### config.mk
export PLATFORM = sky130hd
export DESIGN_NAME = wow_flutter_modulated_delay_unit
export DESIGN_NICKNAME = d
export VERILOG_FILES = /design/src/hdl/wfd_pkg.sv /design/src/hdl/wfd_serial_mul.sv /design/src/hdl/wow_flutter_modulated_delay_unit.sv
export SDC_FILE = /design/constraint.sdc
export NUM_CORES = 2
export LEC_CHECK = 0
export ABC_AREA = 1
export BUFFER_PORTS_ARGS = -buffer_cell sky130_fd_sc_hd__buf_2
export CORE_UTILIZATION = 47
export CTS_CLUSTER_DIAMETER = 200
export DETAILED_ROUTE_END_ITERATION = 7
export GPL_ROUTABILITY_DRIVEN = 0
export MAX_ROUTING_LAYER = met4
export PLACE_DENSITY = 0.67
export SLEW_MARGIN = 20
export SYNTH_ARGS = -nofsm -noshare
export SYNTH_HDL_FRONTEND = slang
export SYNTH_HIERARCHICAL = 1
export SYNTH_SLANG_ARGS = --single-unit
### constraint.sdc
create_clock -name clk -period 4.5 [get_ports clk]
set_input_delay 0.45 -clock clk [delete_from_list [all_inputs] [get_ports clk]]
set_output_delay 0.45 -clock clk [all_outputs]
set_load 0.02 [all_outputs]
### src/hdl/wfd_pkg.sv
// Shared types, constants and the quarter-wave sine function for the
// wow/flutter modulated delay. No dependencies.
`timescale 1ns / 1ps

package wfd_pkg;

    localparam int SAMPLE_W = 24;
    localparam int CFG_W    = 32;
    localparam int DEPTH_W  = 16;
    localparam int SINE_W   = 15;
    localparam int FRAC_W   = 30;
    localparam int MOD_W    = 34;

    // serial multiplier geometry: signed multiplicand, unsigned multiplier in nibbles
    localparam int DIGIT_W    = 4;
    localparam int MPLIER_W   = 32;
    localparam int NUM_DIGITS = MPLIER_W / DIGIT_W;
    localparam int MCAND_W    = 25;
    localparam int ACC_W      = MCAND_W + 1;
    localparam int PROD_W     = ACC_W + MPLIER_W;

    // odd sine polynomial, Q30
    localparam logic [63:0] POLY_A1 = 64'd1686629713;
    localparam logic [63:0] POLY_A3 = 64'd693598669;
    localparam logic [63:0] POLY_A5 = 64'd85569306;
    localparam logic [63:0] POLY_A7 = 64'd5026995;
    localparam logic [63:0] POLY_A9 = 64'd172272;
    localparam logic [63:0] SINE_PEAK = 64'd32767;

    typedef enum logic [1:0] {
        CFG_WOW_INC,
        CFG_FLUTTER_INC,
        CFG_WOW_DEPTH,
        CFG_FLUTTER_DEPTH
    } cfg_index_t;

    typedef enum logic [3:0] {
        ST_IDLE,
        ST_LOOKUP,
        ST_ROM,
        ST_START,
        ST_MUL,
        ST_DELAY,
        ST_ADDR,
        ST_FETCH,
        ST_INTERP,
        ST_ROUND,
        ST_DONE
    } state_t;

    typedef enum logic [1:0] {
        PASS_WOW,
        PASS_FLUTTER,
        PASS_INTERP
    } pass_t;

    typedef struct packed {
        logic busy;
        logic done;
    } mul_stat_t;

    function automatic logic [63:0] mul_q30(input logic [63:0] a, input logic [63:0] b);
        logic [63:0] prod;
        prod = a * b;
        return prod >> 30;
    endfunction

    // x is the angle as a Q30 fraction of a quarter turn
    function automatic logic [SINE_W-1:0] sine_entry(input logic [63:0] x);
        logic [63:0] x2;
        logic [63:0] p;
        logic [63:0] v;
        x2 = mul_q30(x, x);
        p  = POLY_A7 - mul_q30(x2, POLY_A9);
        p  = POLY_A5 - mul_q30(x2, p);
        p  = POLY_A3 - mul_q30(x2, p);
        p  = POLY_A1 - mul_q30(x2, p);
        p  = mul_q30(x, p);
        v  = (p * SINE_PEAK + (64'd1 << 29)) >> 30;
        if (v > SINE_PEAK)
        begin
            v = SINE_PEAK;
        end
        return v[SINE_W-1:0];
    endfunction

endpackage

### src/hdl/wfd_serial_mul.sv
// Nibble-serial signed x unsigned multiplier, one digit per cycle.
// Depends on wfd_pkg.
`timescale 1ns / 1ps

module wfd_serial_mul
    import wfd_pkg::*;
(
    input  logic                      clk,
    input  logic                      rst_n,
    input  logic                      start,
    input  logic signed [MCAND_W-1:0] multiplicand,
    input  logic [MPLIER_W-1:0]       multiplier,
    output mul_stat_t                 status,
    output logic signed [PROD_W-1:0]  product
);

    localparam int CNT_W  = $clog2(NUM_DIGITS);
    localparam int STEP_W = ACC_W + DIGIT_W;

    logic signed [MCAND_W-1:0] mcand_reg;
    logic signed [ACC_W-1:0]   acc_reg;
    logic signed [ACC_W-1:0]   acc_next;
    logic [MPLIER_W-1:0]       shift_reg;
    logic [MPLIER_W-1:0]       shift_next;
    logic [CNT_W-1:0]          count_reg;
    logic                      busy_reg;
    logic                      done_reg;

    logic signed [STEP_W-1:0]  mcand_ext;
    logic signed [STEP_W-1:0]  digit_ext;
    logic signed [STEP_W-1:0]  partial;
    logic signed [STEP_W-1:0]  step_sum;

    assign mcand_ext = STEP_W'(mcand_reg);
    assign digit_ext = $signed({(STEP_W - DIGIT_W)'(0), shift_reg[DIGIT_W-1:0]});
    assign partial   = mcand_ext * digit_ext;
    assign step_sum  = STEP_W'(acc_reg) + partial;

    // low nibble of each step retires into the top of the multiplier shift register
    assign acc_next   = step_sum[STEP_W-1:DIGIT_W];
    assign shift_next = {step_sum[DIGIT_W-1:0], shift_reg[MPLIER_W-1:DIGIT_W]};

    always_ff @(posedge clk or negedge rst_n)
    begin
        if (!rst_n)
        begin
            busy_reg  <= 1'b0;
            done_reg  <= 1'b0;
            count_reg <= '0;
        end
        else
        begin
            done_reg <= 1'b0;
            if (start)
            begin
                busy_reg  <= 1'b1;
                count_reg <= CNT_W'(NUM_DIGITS - 1);
            end
            else if (busy_reg)
            begin
                count_reg <= count_reg - 1'b1;
                if (count_reg == '0)
                begin
                    busy_reg <= 1'b0;
                    done_reg <= 1'b1;
                end
            end
        end
    end

    always_ff @(posedge clk)
    begin
        if (start)
        begin
            mcand_reg <= multiplicand;
            acc_reg   <= '0;
            shift_reg <= multiplier;
        end
        else if (busy_reg)
        begin
            acc_reg   <= acc_next;
            shift_reg <= shift_next;
        end
    end

    assign product     = {acc_reg, shift_reg};
    assign status.busy = busy_reg;
    assign status.done = done_reg;

endmodule

### src/hdl/wow_flutter_modulated_delay_unit.sv
// Top level of the wow/flutter modulated fractional delay (tape vibrato).
// Depends on wfd_pkg and wfd_serial_mul.
`timescale 1ns / 1ps

// One signed 24-bit sample in, one delayed sample out. A sample that is
// processed runs from acceptance to a valid result, and the next sample is
// taken once that result has moved into the output register, so the block
// takes no new sample before it is through with the last. The pace is set by
// the single nibble-serial multiplier, which forms the wow product, the
// flutter product and the interpolation product one after the other, with
// sequencing states between them. With both depths at zero a sample passes
// through and no state changes. The delay line is a memory with two registered
// read ports; slots not written since reset read as zero through a fill count,
// so there is no clearing pass. The output register holds a finished result
// under stall while the next sample is already being accepted and processed.
module wow_flutter_modulated_delay_unit
    import wfd_pkg::*;
#(
    parameter int DELAY_DEPTH     = 16,
    parameter int CENTER_DELAY    = 4,
    parameter int SINE_TABLE_SIZE = 256
)
(
    input  logic                             clk,
    input  logic                             rst_n,
    input  logic                             cfg_write,
    input  logic [$bits(cfg_index_t)-1:0]    cfg_index,
    input  logic [CFG_W-1:0]                 cfg_data,
    input  logic                             in_valid,
    output logic                             in_stall,
    input  logic signed [SAMPLE_W-1:0]       sample_in,
    output logic                             out_valid,
    input  logic                             out_stall,
    output logic signed [SAMPLE_W-1:0]       sample_out
);

    localparam int AW         = $clog2(DELAY_DEPTH);
    localparam int FW         = $clog2(DELAY_DEPTH + 1);
    localparam int IW         = $clog2(SINE_TABLE_SIZE);
    localparam int QuarterLen = SINE_TABLE_SIZE / 4;
    localparam int QW         = $clog2(QuarterLen + 1);
    localparam int D_W        = AW + MOD_W;
    localparam int Y_W        = PROD_W - FRAC_W;

    localparam logic signed [D_W-1:0] D_CENTER = D_W'(CENTER_DELAY) <<< FRAC_W;
    localparam logic signed [D_W-1:0] D_MIN    = D_W'(1) <<< FRAC_W;
    localparam logic signed [D_W-1:0] D_MAX    = D_W'(DELAY_DEPTH - 1) <<< FRAC_W;
    localparam logic signed [Y_W-1:0] Y_MAX    = Y_W'((1 << (SAMPLE_W - 1)) - 1);
    localparam logic signed [Y_W-1:0] Y_MIN    = Y_W'(-(1 << (SAMPLE_W - 1)));

    // configuration
    logic [CFG_W-1:0]   wow_inc_reg;
    logic [CFG_W-1:0]   flutter_inc_reg;
    logic [DEPTH_W-1:0] wow_depth_reg;
    logic [DEPTH_W-1:0] flutter_depth_reg;

    // control
    state_t             state_reg;
    state_t             state_next;
    pass_t              pass_reg;
    pass_t              pass_next;
    logic               in_accept;
    logic               bypass;
    logic               mul_start;
    logic               line_write;
    logic               out_load;
    logic               out_valid_reg;

    // state of the effect
    logic [31:0]        wow_phase_reg;
    logic [31:0]        flutter_phase_reg;
    logic [AW-1:0]      wp_reg;
    logic [FW-1:0]      fill_reg;
    logic signed [SAMPLE_W-1:0] line_mem [DELAY_DEPTH];

    // datapath
    logic signed [SAMPLE_W-1:0] sample_reg;
    logic signed [SAMPLE_W-1:0] result_reg;
    logic signed [SAMPLE_W-1:0] sample_out_reg;
    logic [QW-1:0]              rom_addr_reg;
    logic                       quad_neg_reg;
    logic                       quad_zero_reg;
    logic [SINE_W-1:0]          rom_val_reg;
    logic signed [MOD_W-1:0]    mod_acc_reg;
    logic signed [PROD_W-1:0]   interp_reg;
    logic [AW-1:0]              delay_int_reg;
    logic [FRAC_W-1:0]          frac_reg;
    logic [AW-1:0]              rd1_reg;
    logic [AW-1:0]              rd2_reg;
    logic signed [SAMPLE_W-1:0] tap_a_reg;
    logic signed [SAMPLE_W-1:0] tap_b_reg;
    logic                       a_valid_reg;
    logic                       b_valid_reg;

    // sine lookup
    logic [SINE_W-1:0]  quarter_rom [QuarterLen + 1];
    logic [31:0]        phase_sel;
    logic [IW+31:0]     phase_scaled;
    logic [IW-1:0]      sine_idx;
    logic [IW:0]        idx_ext;
    logic [IW:0]        quad_addr;
    logic               quad_neg;
    logic               quad_zero;

    // multiplier operands and result
    logic signed [MCAND_W-1:0] sine_mag;
    logic signed [MCAND_W-1:0] sine_signed;
    logic signed [MCAND_W-1:0] tap_diff;
    logic signed [MCAND_W-1:0] mul_mcand;
    logic [MPLIER_W-1:0]       mul_mplier;
    logic [MPLIER_W-1:0]       depth_sel;
    mul_stat_t                 mul_stat;
    logic signed [PROD_W-1:0]  mul_product;

    // delay and read addresses
    logic signed [D_W-1:0]     d_raw;
    logic signed [D_W-1:0]     d_clamp;
    logic [AW:0]               addr_diff;
    logic [AW:0]               addr_wrap;
    logic [AW-1:0]             rd1_addr;
    logic [AW-1:0]             rd2_addr;

    // interpolation output
    logic signed [SAMPLE_W-1:0] tap_a_eff;
    logic signed [SAMPLE_W-1:0] tap_b_eff;
    logic signed [PROD_W-1:0]   round_sum;
    logic signed [Y_W-1:0]      y_full;
    logic signed [SAMPLE_W-1:0] y_sat;

    // quarter-wave table, built at elaboration
    for (genvar k = 0; k <= QuarterLen; k++)
    begin : g_rom
        localparam logic [63:0] ANGLE = (64'(k) << 30) / QuarterLen;
        assign quarter_rom[k] = sine_entry(ANGLE);
    end

    assign bypass   = (wow_depth_reg == '0) && (flutter_depth_reg == '0);
    assign in_stall = (state_reg != ST_IDLE);

    // ---------------- sine index and quadrant mapping ----------------
    assign phase_sel    = (pass_reg == PASS_WOW) ? wow_phase_reg : flutter_phase_reg;
    assign phase_scaled = (IW + 32)'(phase_sel) * (IW + 32)'(SINE_TABLE_SIZE);
    assign sine_idx     = phase_scaled[IW+31:32];
    assign idx_ext      = {1'b0, sine_idx};

    always_comb
    begin
        quad_addr = '0;
        quad_neg  = 1'b0;
        quad_zero = 1'b0;
        if (idx_ext < (IW + 1)'(QuarterLen))
        begin
            quad_addr = idx_ext;
        end
        else if (idx_ext < (IW + 1)'(2 * QuarterLen))
        begin
            quad_addr = (IW + 1)'(2 * QuarterLen) - idx_ext;
        end
        else if (idx_ext < (IW + 1)'(3 * QuarterLen))
        begin
            quad_addr = idx_ext - (IW + 1)'(2 * QuarterLen);
            quad_neg  = 1'b1;
        end
        else if (idx_ext <= (IW + 1)'(4 * QuarterLen))
        begin
            quad_addr = (IW + 1)'(4 * QuarterLen) - idx_ext;
            quad_neg  = 1'b1;
        end
        else
        begin
            // table size not a multiple of four: top indexes read as zero
            quad_zero = 1'b1;
        end
    end

    // ---------------- multiplier operands ----------------
    assign sine_mag    = $signed(MCAND_W'(rom_val_reg));
    assign sine_signed = quad_zero_reg ? '0 : (quad_neg_reg ? -sine_mag : sine_mag);
    assign depth_sel   = (pass_reg == PASS_WOW) ? MPLIER_W'(wow_depth_reg)
                                                : MPLIER_W'(flutter_depth_reg);

    assign tap_a_eff = a_valid_reg ? tap_a_reg : '0;
    assign tap_b_eff = b_valid_reg ? tap_b_reg : '0;
    // a*(1-f) + b*f is a + (b-a)*f
    assign tap_diff  = MCAND_W'(tap_b_eff) - MCAND_W'(tap_a_eff);

    assign mul_mcand  = (state_reg == ST_INTERP) ? tap_diff : sine_signed;
    assign mul_mplier = (state_reg == ST_INTERP) ? MPLIER_W'(frac_reg) : depth_sel;

    wfd_serial_mul u_mul
    (
        .clk          (clk),
        .rst_n        (rst_n),
        .start        (mul_start),
        .multiplicand (mul_mcand),
        .multiplier   (mul_mplier),
        .status       (mul_stat),
        .product      (mul_product)
    );

    // ---------------- delay and addresses ----------------
    assign d_raw = D_CENTER - D_W'(mod_acc_reg);

    always_comb
    begin
        d_clamp = d_raw;
        if (d_raw < D_MIN)
        begin
            d_clamp = D_MIN;
        end
        else if (d_raw > D_MAX)
        begin
            d_clamp = D_MAX;
        end
    end

    assign addr_diff = {1'b0, wp_reg} - {1'b0, delay_int_reg};
    assign addr_wrap = addr_diff + (AW + 1)'(DELAY_DEPTH);
    assign rd1_addr  = addr_diff[AW] ? addr_wrap[AW-1:0] : addr_diff[AW-1:0];
    assign rd2_addr  = (rd1_addr == '0) ? AW'(DELAY_DEPTH - 1) : rd1_addr - 1'b1;

    // ---------------- rounding and saturation ----------------
    assign round_sum = (PROD_W'(tap_a_eff) <<< FRAC_W) + interp_reg
                     + (PROD_W'(1) <<< (FRAC_W - 1));
    assign y_full    = round_sum[PROD_W-1:FRAC_W];

    always_comb
    begin
        if (y_full > Y_MAX)
        begin
            y_sat = Y_MAX[SAMPLE_W-1:0];
        end
        else if (y_full < Y_MIN)
        begin
            y_sat = Y_MIN[SAMPLE_W-1:0];
        end
        else
        begin
            y_sat = y_full[SAMPLE_W-1:0];
        end
    end

    // ---------------- sequencer ----------------
    always_comb
    begin
        state_next = state_reg;
        pass_next  = pass_reg;
        in_accept  = 1'b0;
        mul_start  = 1'b0;
        line_write = 1'b0;
        out_load   = 1'b0;
        case (state_reg)
            ST_IDLE:
            begin
                if (in_valid)
                begin
                    in_accept  = 1'b1;
                    pass_next  = PASS_WOW;
                    state_next = bypass ? ST_DONE : ST_LOOKUP;
                end
            end
            ST_LOOKUP:
            begin
                state_next = ST_ROM;
            end
            ST_ROM:
            begin
                state_next = ST_START;
            end
            ST_START:
            begin
                mul_start  = 1'b1;
                state_next = ST_MUL;
            end
            ST_MUL:
            begin
                if (mul_stat.done)
                begin
                    case (pass_reg)
                        PASS_WOW:
                        begin
                            pass_next  = PASS_FLUTTER;
                            state_next = ST_LOOKUP;
                        end
                        PASS_FLUTTER:
                        begin
                            state_next = ST_DELAY;
                        end
                        default:
                        begin
                            state_next = ST_ROUND;
                        end
                    endcase
                end
            end
            ST_DELAY:
            begin
                state_next = ST_ADDR;
            end
            ST_ADDR:
            begin
                state_next = ST_FETCH;
            end
            ST_FETCH:
            begin
                state_next = ST_INTERP;
            end
            ST_INTERP:
            begin
                // taps are already registered, so the new sample can go in now
                mul_start  = 1'b1;
                line_write = 1'b1;
                pass_next  = PASS_INTERP;
                state_next = ST_MUL;
            end
            ST_ROUND:
            begin
                state_next = ST_DONE;
            end
            ST_DONE:
            begin
                if (!out_valid_reg || !out_stall)
                begin
                    out_load   = 1'b1;
                    state_next = ST_IDLE;
                end
            end
            default:
            begin
                state_next = ST_IDLE;
            end
        endcase
    end

    always_ff @(posedge clk or negedge rst_n)
    begin
        if (!rst_n)
        begin
            state_reg <= ST_IDLE;
            pass_reg  <= PASS_WOW;
        end
        else
        begin
            state_reg <= state_next;
            pass_reg  <= pass_next;
        end
    end

    // ---------------- configuration and effect state ----------------
    always_ff @(posedge clk or negedge rst_n)
    begin
        if (!rst_n)
        begin
            wow_inc_reg       <= '0;
            flutter_inc_reg   <= '0;
            wow_depth_reg     <= '0;
            flutter_depth_reg <= '0;
            wow_phase_reg     <= '0;
            flutter_phase_reg <= '0;
            wp_reg            <= '0;
            fill_reg          <= '0;
            out_valid_reg     <= 1'b0;
        end
        else
        begin
            if (cfg_write)
            begin
                case (cfg_index)
                    CFG_WOW_INC:       wow_inc_reg       <= cfg_data;
                    CFG_FLUTTER_INC:   flutter_inc_reg   <= cfg_data;
                    CFG_WOW_DEPTH:     wow_depth_reg     <= cfg_data[DEPTH_W-1:0];
                    CFG_FLUTTER_DEPTH: flutter_depth_reg <= cfg_data[DEPTH_W-1:0];
                    default:           ;
                endcase
            end

            if (in_accept && !bypass)
            begin
                wow_phase_reg     <= wow_phase_reg + wow_inc_reg;
                flutter_phase_reg <= flutter_phase_reg + flutter_inc_reg;
            end

            if (line_write)
            begin
                wp_reg <= (wp_reg == AW'(DELAY_DEPTH - 1)) ? '0 : wp_reg + 1'b1;
                if (fill_reg != FW'(DELAY_DEPTH))
                begin
                    fill_reg <= fill_reg + 1'b1;
                end
            end

            if (out_load)
            begin
                out_valid_reg <= 1'b1;
            end
            else if (!out_stall)
            begin
                out_valid_reg <= 1'b0;
            end
        end
    end

    // ---------------- delay line memory ----------------
    always_ff @(posedge clk)
    begin
        if (line_write)
        begin
            line_mem[wp_reg] <= sample_reg;
        end
        if (state_reg == ST_FETCH)
        begin
            tap_a_reg   <= line_mem[rd1_reg];
            tap_b_reg   <= line_mem[rd2_reg];
            a_valid_reg <= (FW'(rd1_reg) < fill_reg);
            b_valid_reg <= (FW'(rd2_reg) < fill_reg);
        end
    end

    // ---------------- datapath registers ----------------
    always_ff @(posedge clk)
    begin
        if (in_accept)
        begin
            sample_reg <= sample_in;
            result_reg <= sample_in;
        end
        if (state_reg == ST_LOOKUP)
        begin
            rom_addr_reg  <= quad_addr[QW-1:0];
            quad_neg_reg  <= quad_neg;
            quad_zero_reg <= quad_zero;
        end
        if (state_reg == ST_ROM)
        begin
            rom_val_reg <= quarter_rom[rom_addr_reg];
        end
        if ((state_reg == ST_MUL) && mul_stat.done)
        begin
            case (pass_reg)
                PASS_WOW:     mod_acc_reg <= mul_product[MOD_W-1:0];
                PASS_FLUTTER: mod_acc_reg <= mod_acc_reg + mul_product[MOD_W-1:0];
                default:      interp_reg  <= mul_product;
            endcase
        end
        if (state_reg == ST_DELAY)
        begin
            delay_int_reg <= d_clamp[AW+FRAC_W-1:FRAC_W];
            frac_reg      <= d_clamp[FRAC_W-1:0];
        end
        if (state_reg == ST_ADDR)
        begin
            rd1_reg <= rd1_addr;
            rd2_reg <= rd2_addr;
        end
        if (state_reg == ST_ROUND)
        begin
            result_reg <= y_sat;
        end
        if (out_load)
        begin
            sample_out_reg <= result_reg;
        end
    end

    assign out_valid  = out_valid_reg;
    assign sample_out = sample_out_reg;

    // ---------------- assertions ----------------
    // the integer tap never lands on the slot about to be written
    a_read_not_write: assert property (@(posedge clk) disable iff (!rst_n)
        (state_reg == ST_FETCH) |-> (rd1_reg != wp_reg))
        else $error("delay tap reads the write slot");

    a_delay_range: assert property (@(posedge clk) disable iff (!rst_n)
        (state_reg == ST_ADDR) |->
            ((delay_int_reg != '0) && (delay_int_reg <= AW'(DELAY_DEPTH - 1))))
        else $error("clamped delay out of range");

    // until the line has wrapped, the fill count tracks the write pointer
    a_fill_track: assert property (@(posedge clk) disable iff (!rst_n)
        (fill_reg == FW'(DELAY_DEPTH)) || (fill_reg == FW'(wp_reg)))
        else $error("fill count lost track of write pointer");

    a_mul_busy: assert property (@(posedge clk) disable iff (!rst_n)
        ((state_reg == ST_START) || (state_reg == ST_INTERP)) |=> mul_stat.busy)
        else $error("multiplier did not start");

    a_mul_done: assert property (@(posedge clk) disable iff (!rst_n)
        mul_stat.done |-> (state_reg == ST_MUL))
        else $error("multiplier finished outside the wait state");

    a_result_src: assert property (@(posedge clk) disable iff (!rst_n)
        $rose(out_valid_reg) |-> ($past(state_reg) == ST_DONE))
        else $error("result transaction raised outside the done state");

endmodule
Yosys cells after proc, flatten, opt, wreduce, memory -nomap -nowiden --
Memory sizes are Yosys's and may differ from the RTL's. A register that Yosys moved wholly into a read port is not among the register bits. Cells that the tools add are included.
Word-level totals: bits of input ports 63, memories kept 2, memory bits (writable) 384, latch bits 0, bits in registers 481, memory bits (read-only) 1920
Operators by class: $mul 1, add/subtract/negate cells 18, div/mod/pow operators 0, equality and inequality tests 21, reduce and logical (&&, ||, !) cells 33, order comparisons 10, bitwise gates (word level) 2, shift-type cells 0, muxes and demuxes 53
Memory list:
- (no name shown) | words 128, width 15, rd ports 1, clocked after memory_dff 1, wr ports 0, line wow_flutter_modulated_delay_unit.sv:435 | rom_val_reg <= quarter_rom[rom_addr_reg];
- line_mem | words 16, width 24, rd ports 2, clocked after memory_dff 2, wr ports 1, line wow_flutter_modulated_delay_unit.sv:74 | logic signed [SAMPLE_W-1:0] line_mem [DELAY_DEPTH];
Operators by type and width (number):
- 24-bit two-way mux | 6
- 32-bit two-way mux | 3
- 25-bit two-way mux | 3
- 34-bit one-hot mux with 2 select lines | 1
- 32-bit adder | 2
- 54-bit by 58-bit adder with 58-bit output | 1
- 58-bit by 31-bit adder with 58-bit output, second input constant | 1
- 4-bit one-hot mux with 10 select lines | 1
- 35-bit > comparator, second input constant | 1
- 35-bit by 32-bit less-than comparator with 1-bit output, second input constant | 1
- 34-bit by 34-bit subtractor with 35-bit output, first input constant | 1
- 34-bit adder | 1
- 34-bit two-way mux | 1
- 16-bit zero test | 2
- 26-bit by 30-bit adder with 30-bit output | 1
- 25-bit by 5-bit multiplier with 30-bit output | 1
- 30-bit two-way mux | 1
- 28-bit by 24-bit > comparator with 1-bit output, second input constant | 1
- 28-bit by 24-bit less-than comparator with 1-bit output, second input constant | 1
- 7-bit two-way mux | 4
- 15-bit negator with 25-bit output | 1
- 24-bit by 24-bit subtractor with 25-bit output | 1
- 4-bit two-way mux | 6
- 1-bit two-way mux | 19
- other kinds (41) | 77

Logic depth before layout (Yosys ltp) --
depth after elaboration 7, mapped depth 24

Cells and area by module --
Netlist, hierarchy kept.
By module, submodules not included:
- wow_flutter_modulated_delay_unit | times used 1, sequential area each 23442.5 µm², area an instance 45917.8 µm², cells an instance 5325
- wfd_serial_mul | times used 1, sequential area each 2357.3 µm², area an instance 8360.5 µm², cells an instance 1134

Least setup slack after synthesis --
Ideal clock, no wire load.
path type reg2reg, start register state_reg[3], end register u_mul.shift_reg[0], enable pin, period minus slack after synthesis 3.973 ns, path buffers 2, data required time 4.123 ns, library setup time 0.377 ns, arrival 3.596 ns, stages on the path, launching flop included 8, path slack 0.527 ns, cells stage by stage dfrtp_1 > nor2_1 > inv_1 > o21ai_0 > buf_2 > nor2_1 > inv_1 > buf_2
Between the ends: cells in the longest elaborated chain, start to end 4, elaborated cells between the ends (all ways) 5, those cells by class eq/ne: 2; mux: 1; reduce/logical: 2
RTL lines:
- start: declaration | line wow_flutter_modulated_delay_unit.sv:58 | state_t state_reg;
- start signal: assignment | line wow_flutter_modulated_delay_unit.sv:344 | state_reg <= state_next;
- 4-bit equality test or 4-bit by 2-bit equality test with 1-bit output (tied branches) | line wow_flutter_modulated_delay_unit.sv:252 | case (state_reg)
- 2-bit OR reduction (no source line) (*)
- 1-bit two-way mux (*) | line wow_flutter_modulated_delay_unit.sv:252
- named net mul_start | line wow_flutter_modulated_delay_unit.sv:64 | logic mul_start;
- 2-bit nonzero test (no source line) (*)
- end signal: assignment | line wfd_serial_mul.sv:77 | shift_reg <= multiplier;
- end signal: assignment | line wfd_serial_mul.sv:82 | shift_reg <= shift_next;
- end: declaration | line wfd_serial_mul.sv:23 | logic [MPLIER_W-1:0] shift_reg;
The timed path passes the listed nets; every way through them passes the cells marked *. A chain may end at the register's enable or synchronous reset.

Final worst setup path --
start register u_mul.shift_reg[1], end register u_mul.acc_reg[19]
Between the ends: cells in the longest elaborated chain, start to end 2
RTL lines:
- 25-bit by 5-bit multiplier with 30-bit output | line wfd_serial_mul.sv:36 | assign partial = mcand_ext * digit_ext;
- 26-bit by 30-bit adder with 30-bit output | line wfd_serial_mul.sv:37 | assign step_sum = STEP_W'(acc_reg) + partial;
- end signal: assignment | line wfd_serial_mul.sv:81 | acc_reg <= acc_next;
- end: declaration | line wfd_serial_mul.sv:21 | logic signed [ACC_W-1:0] acc_reg;
Every way passes these cells.

==> results.md <==
* Inserted Clock Buffers at 100
* Worst R2R Path Depth at 18
* TritonCTS clock tree: built
* Max VDD drop at approximately 0.28 mV
* Clock Path Buffers at 3
* CP arrival at ~4.5 ns
* Max-slew headroom at about a fifth
* Commonest non-fill, non-tap cell in the layout: nand2_1
* Clock-pin transition on the worst setup and hold timing paths at approximately 0.060 ns
* ANT nets after route at 0
* CORE AREA at about 110000 µm²
* Req. time, crit path at ~5 ns
* Fin crit share at ~86%
* GRT met3 Usage at 4.14%
* Via count at approximately 45000
* Placement Setup Slack at 0.641 ns
* DR vias/cell at between 5 and 6
* Final Max Slew Viols at 0
* Count of input and output buffers at around 90
* Commonest cells after routing, fill and taps aside: nand2_1 (1452), inv_1 (880), edfxtp_1 (691)
* CTS Sinks at 898
* Reg2reg end: u_mul/acc_reg[19]
* Share of post-route cells with drive strength above 1 at 7.45%
* Layout Area Growth over Synthesis at 9.96%
* Synth warn at 6
* Critical path type: reg -> reg
* Most Crowded Layer GR: met2
* Cell area after synthesis at 54300 µm²
* GRT Overall Usage at approximately 27%
* Hold path cells at 3
* Max reg flops at between 300 and 400
* Syn avg cell area at 8.40 µm²
* Slew @ Worst Pin at around 1.2 ns
* Post-route minimum period at approximately 4 ns
* Final core occ at a little over half
* HP Class: in -> reg
* Endpoint class of the critical path: flop
* Final wirelength at 153000 µm
* Pwr dens at around 300 nW/µm²
* Initial antenna violation count at 6
* Top-level I/O count at 89
* Post-CTS setup buffers at 0
* Die area at 117000 µm²
* Final TNS setup at 0 ns
* Die Width at about 340 µm
* Cts hold-fix bufs at 6
* Remaining DRCs at 0
* Clock Latency Late Sink at between 0.6 and 0.7 ns
* Mapped Cells at between 6000 and 7000
* RSZ-0062 raised after global routing: no
* Status: finished clean
* Hold path endpoint: flutter_inc_reg[28]
* Root Driver: clkbuf_16
* Vias in the first global route at about 43000
* Post-detail-place hpwl at 105000 µm
* H-tree depth at 3
* Pwr Total at 17.8 mW
* Setup Skew at between 0.015 and 0.02 ns
* Endpoints failing hold at 0
* Initial DRC Count at between 4000 and 5000
* Routed length per placed instance at 19.1 µm
* Maximum fanout along the worst path at 28
* Total grt overflow at 0
* Max capacitance violation total at 0
* R2r startpoint: u_mul/shift_reg[1]
* Nets at between 6000 and 7000
* Starting density of the core at 47.5%
* Hold_sp: cfg_data[28]
* First-pass GRT wire length at approximately 240000 µm
* Largest net degree at the start of global routing at a little under 200
* CTS resizes at 0
* Met1 usage at between 30% and 40%
* Critical path launch point type: flop
* FF-to-FF setup slack at 0.61 ns
* FMAX at roughly 0.26 GHz
* Row count at around 120
* Setup slack after layout at roughly 0.61 ns
* Pleak at 25.9 nW
* Die Ht at around 340 µm
* DR pass1 iterations at 8
* Met2 usage at 40.9%
* # setup viols final at 0
## how the worst max path moves through the flow
stage,start,endpoint,slack (ns),cells past startpoint
2_1_floorplan,state_reg[3],u_mul/shift_reg[0],0.53,7
3_3_place_gp,u_mul/shift_reg[1],u_mul/acc_reg[19],0.74,18
3_5_place_dp,u_mul/shift_reg[1],u_mul/acc_reg[19],0.64,18
4_1_cts,u_mul/shift_reg[1],u_mul/acc_reg[19],0.63,18
5_1_grt,u_mul/shift_reg[1],u_mul/acc_reg[23],0.38,21
6_report,u_mul/shift_reg[1],u_mul/acc_reg[19],0.61,18
## critical path, stage by stage, from the launching register on
cell and delay, ns:
edfxtp_1 0.37, buf_12 0.19, nand2_1 0.11, fa_1 0.53, inv_1 0.05, fa_1 0.48, inv_1 0.06, fa_1 0.53
inv_1 0.04, ha_1 0.37, nand2_1 0.14, nor2_2 0.21, nand2_1 0.11, nor2_1 0.10, nand2_1 0.10, nand4_1 0.11
nand3_1 0.12, nand2_1 0.11, inv_1 0.05
## final cells by class
cell class | count | area [µm²]
diodes | 5 | 12.5
clock buffers | 123 | 2660
clock inverters | 56 | 526
fillers | 10524 | 54700
inverters | 904 | 3390
multi-input cells | 4391 | 24200
flip-flops and latches | 898 | 25800
well taps | 1512 | 1890
repair buffers | 164 | 1190
## power by group
part / internal [mW] / total [mW] / switching (mW)
sequential: 8.98 / 9.09 / 0.112
clock: 4.69 / 8.08 / 3.38
combinational: 0.232 / 0.632 / 0.400
total: 13.9 / 17.8 / 3.90
## per-layer routing
layer | wire length, µm | share of wire [%]
met1 | 65200 | 42
met2 | 68900 | 45
met3 | 12900 | 8.4
met4 | 6470 | 4.2
met5 | 0 | 0
## through the flow
step                cells  instance area, µm²  hold WS (ns)
floorplan            6459               54300         0.154
global placement     7862               56400         0.402
detailed placement   7862               56400         0.405
CTS                  8047               59600       0.00272
global route         8052               59700        0.0144
finish               8053               59700        0.0454
Note: power is estimated with default switching activity, not from simulation.
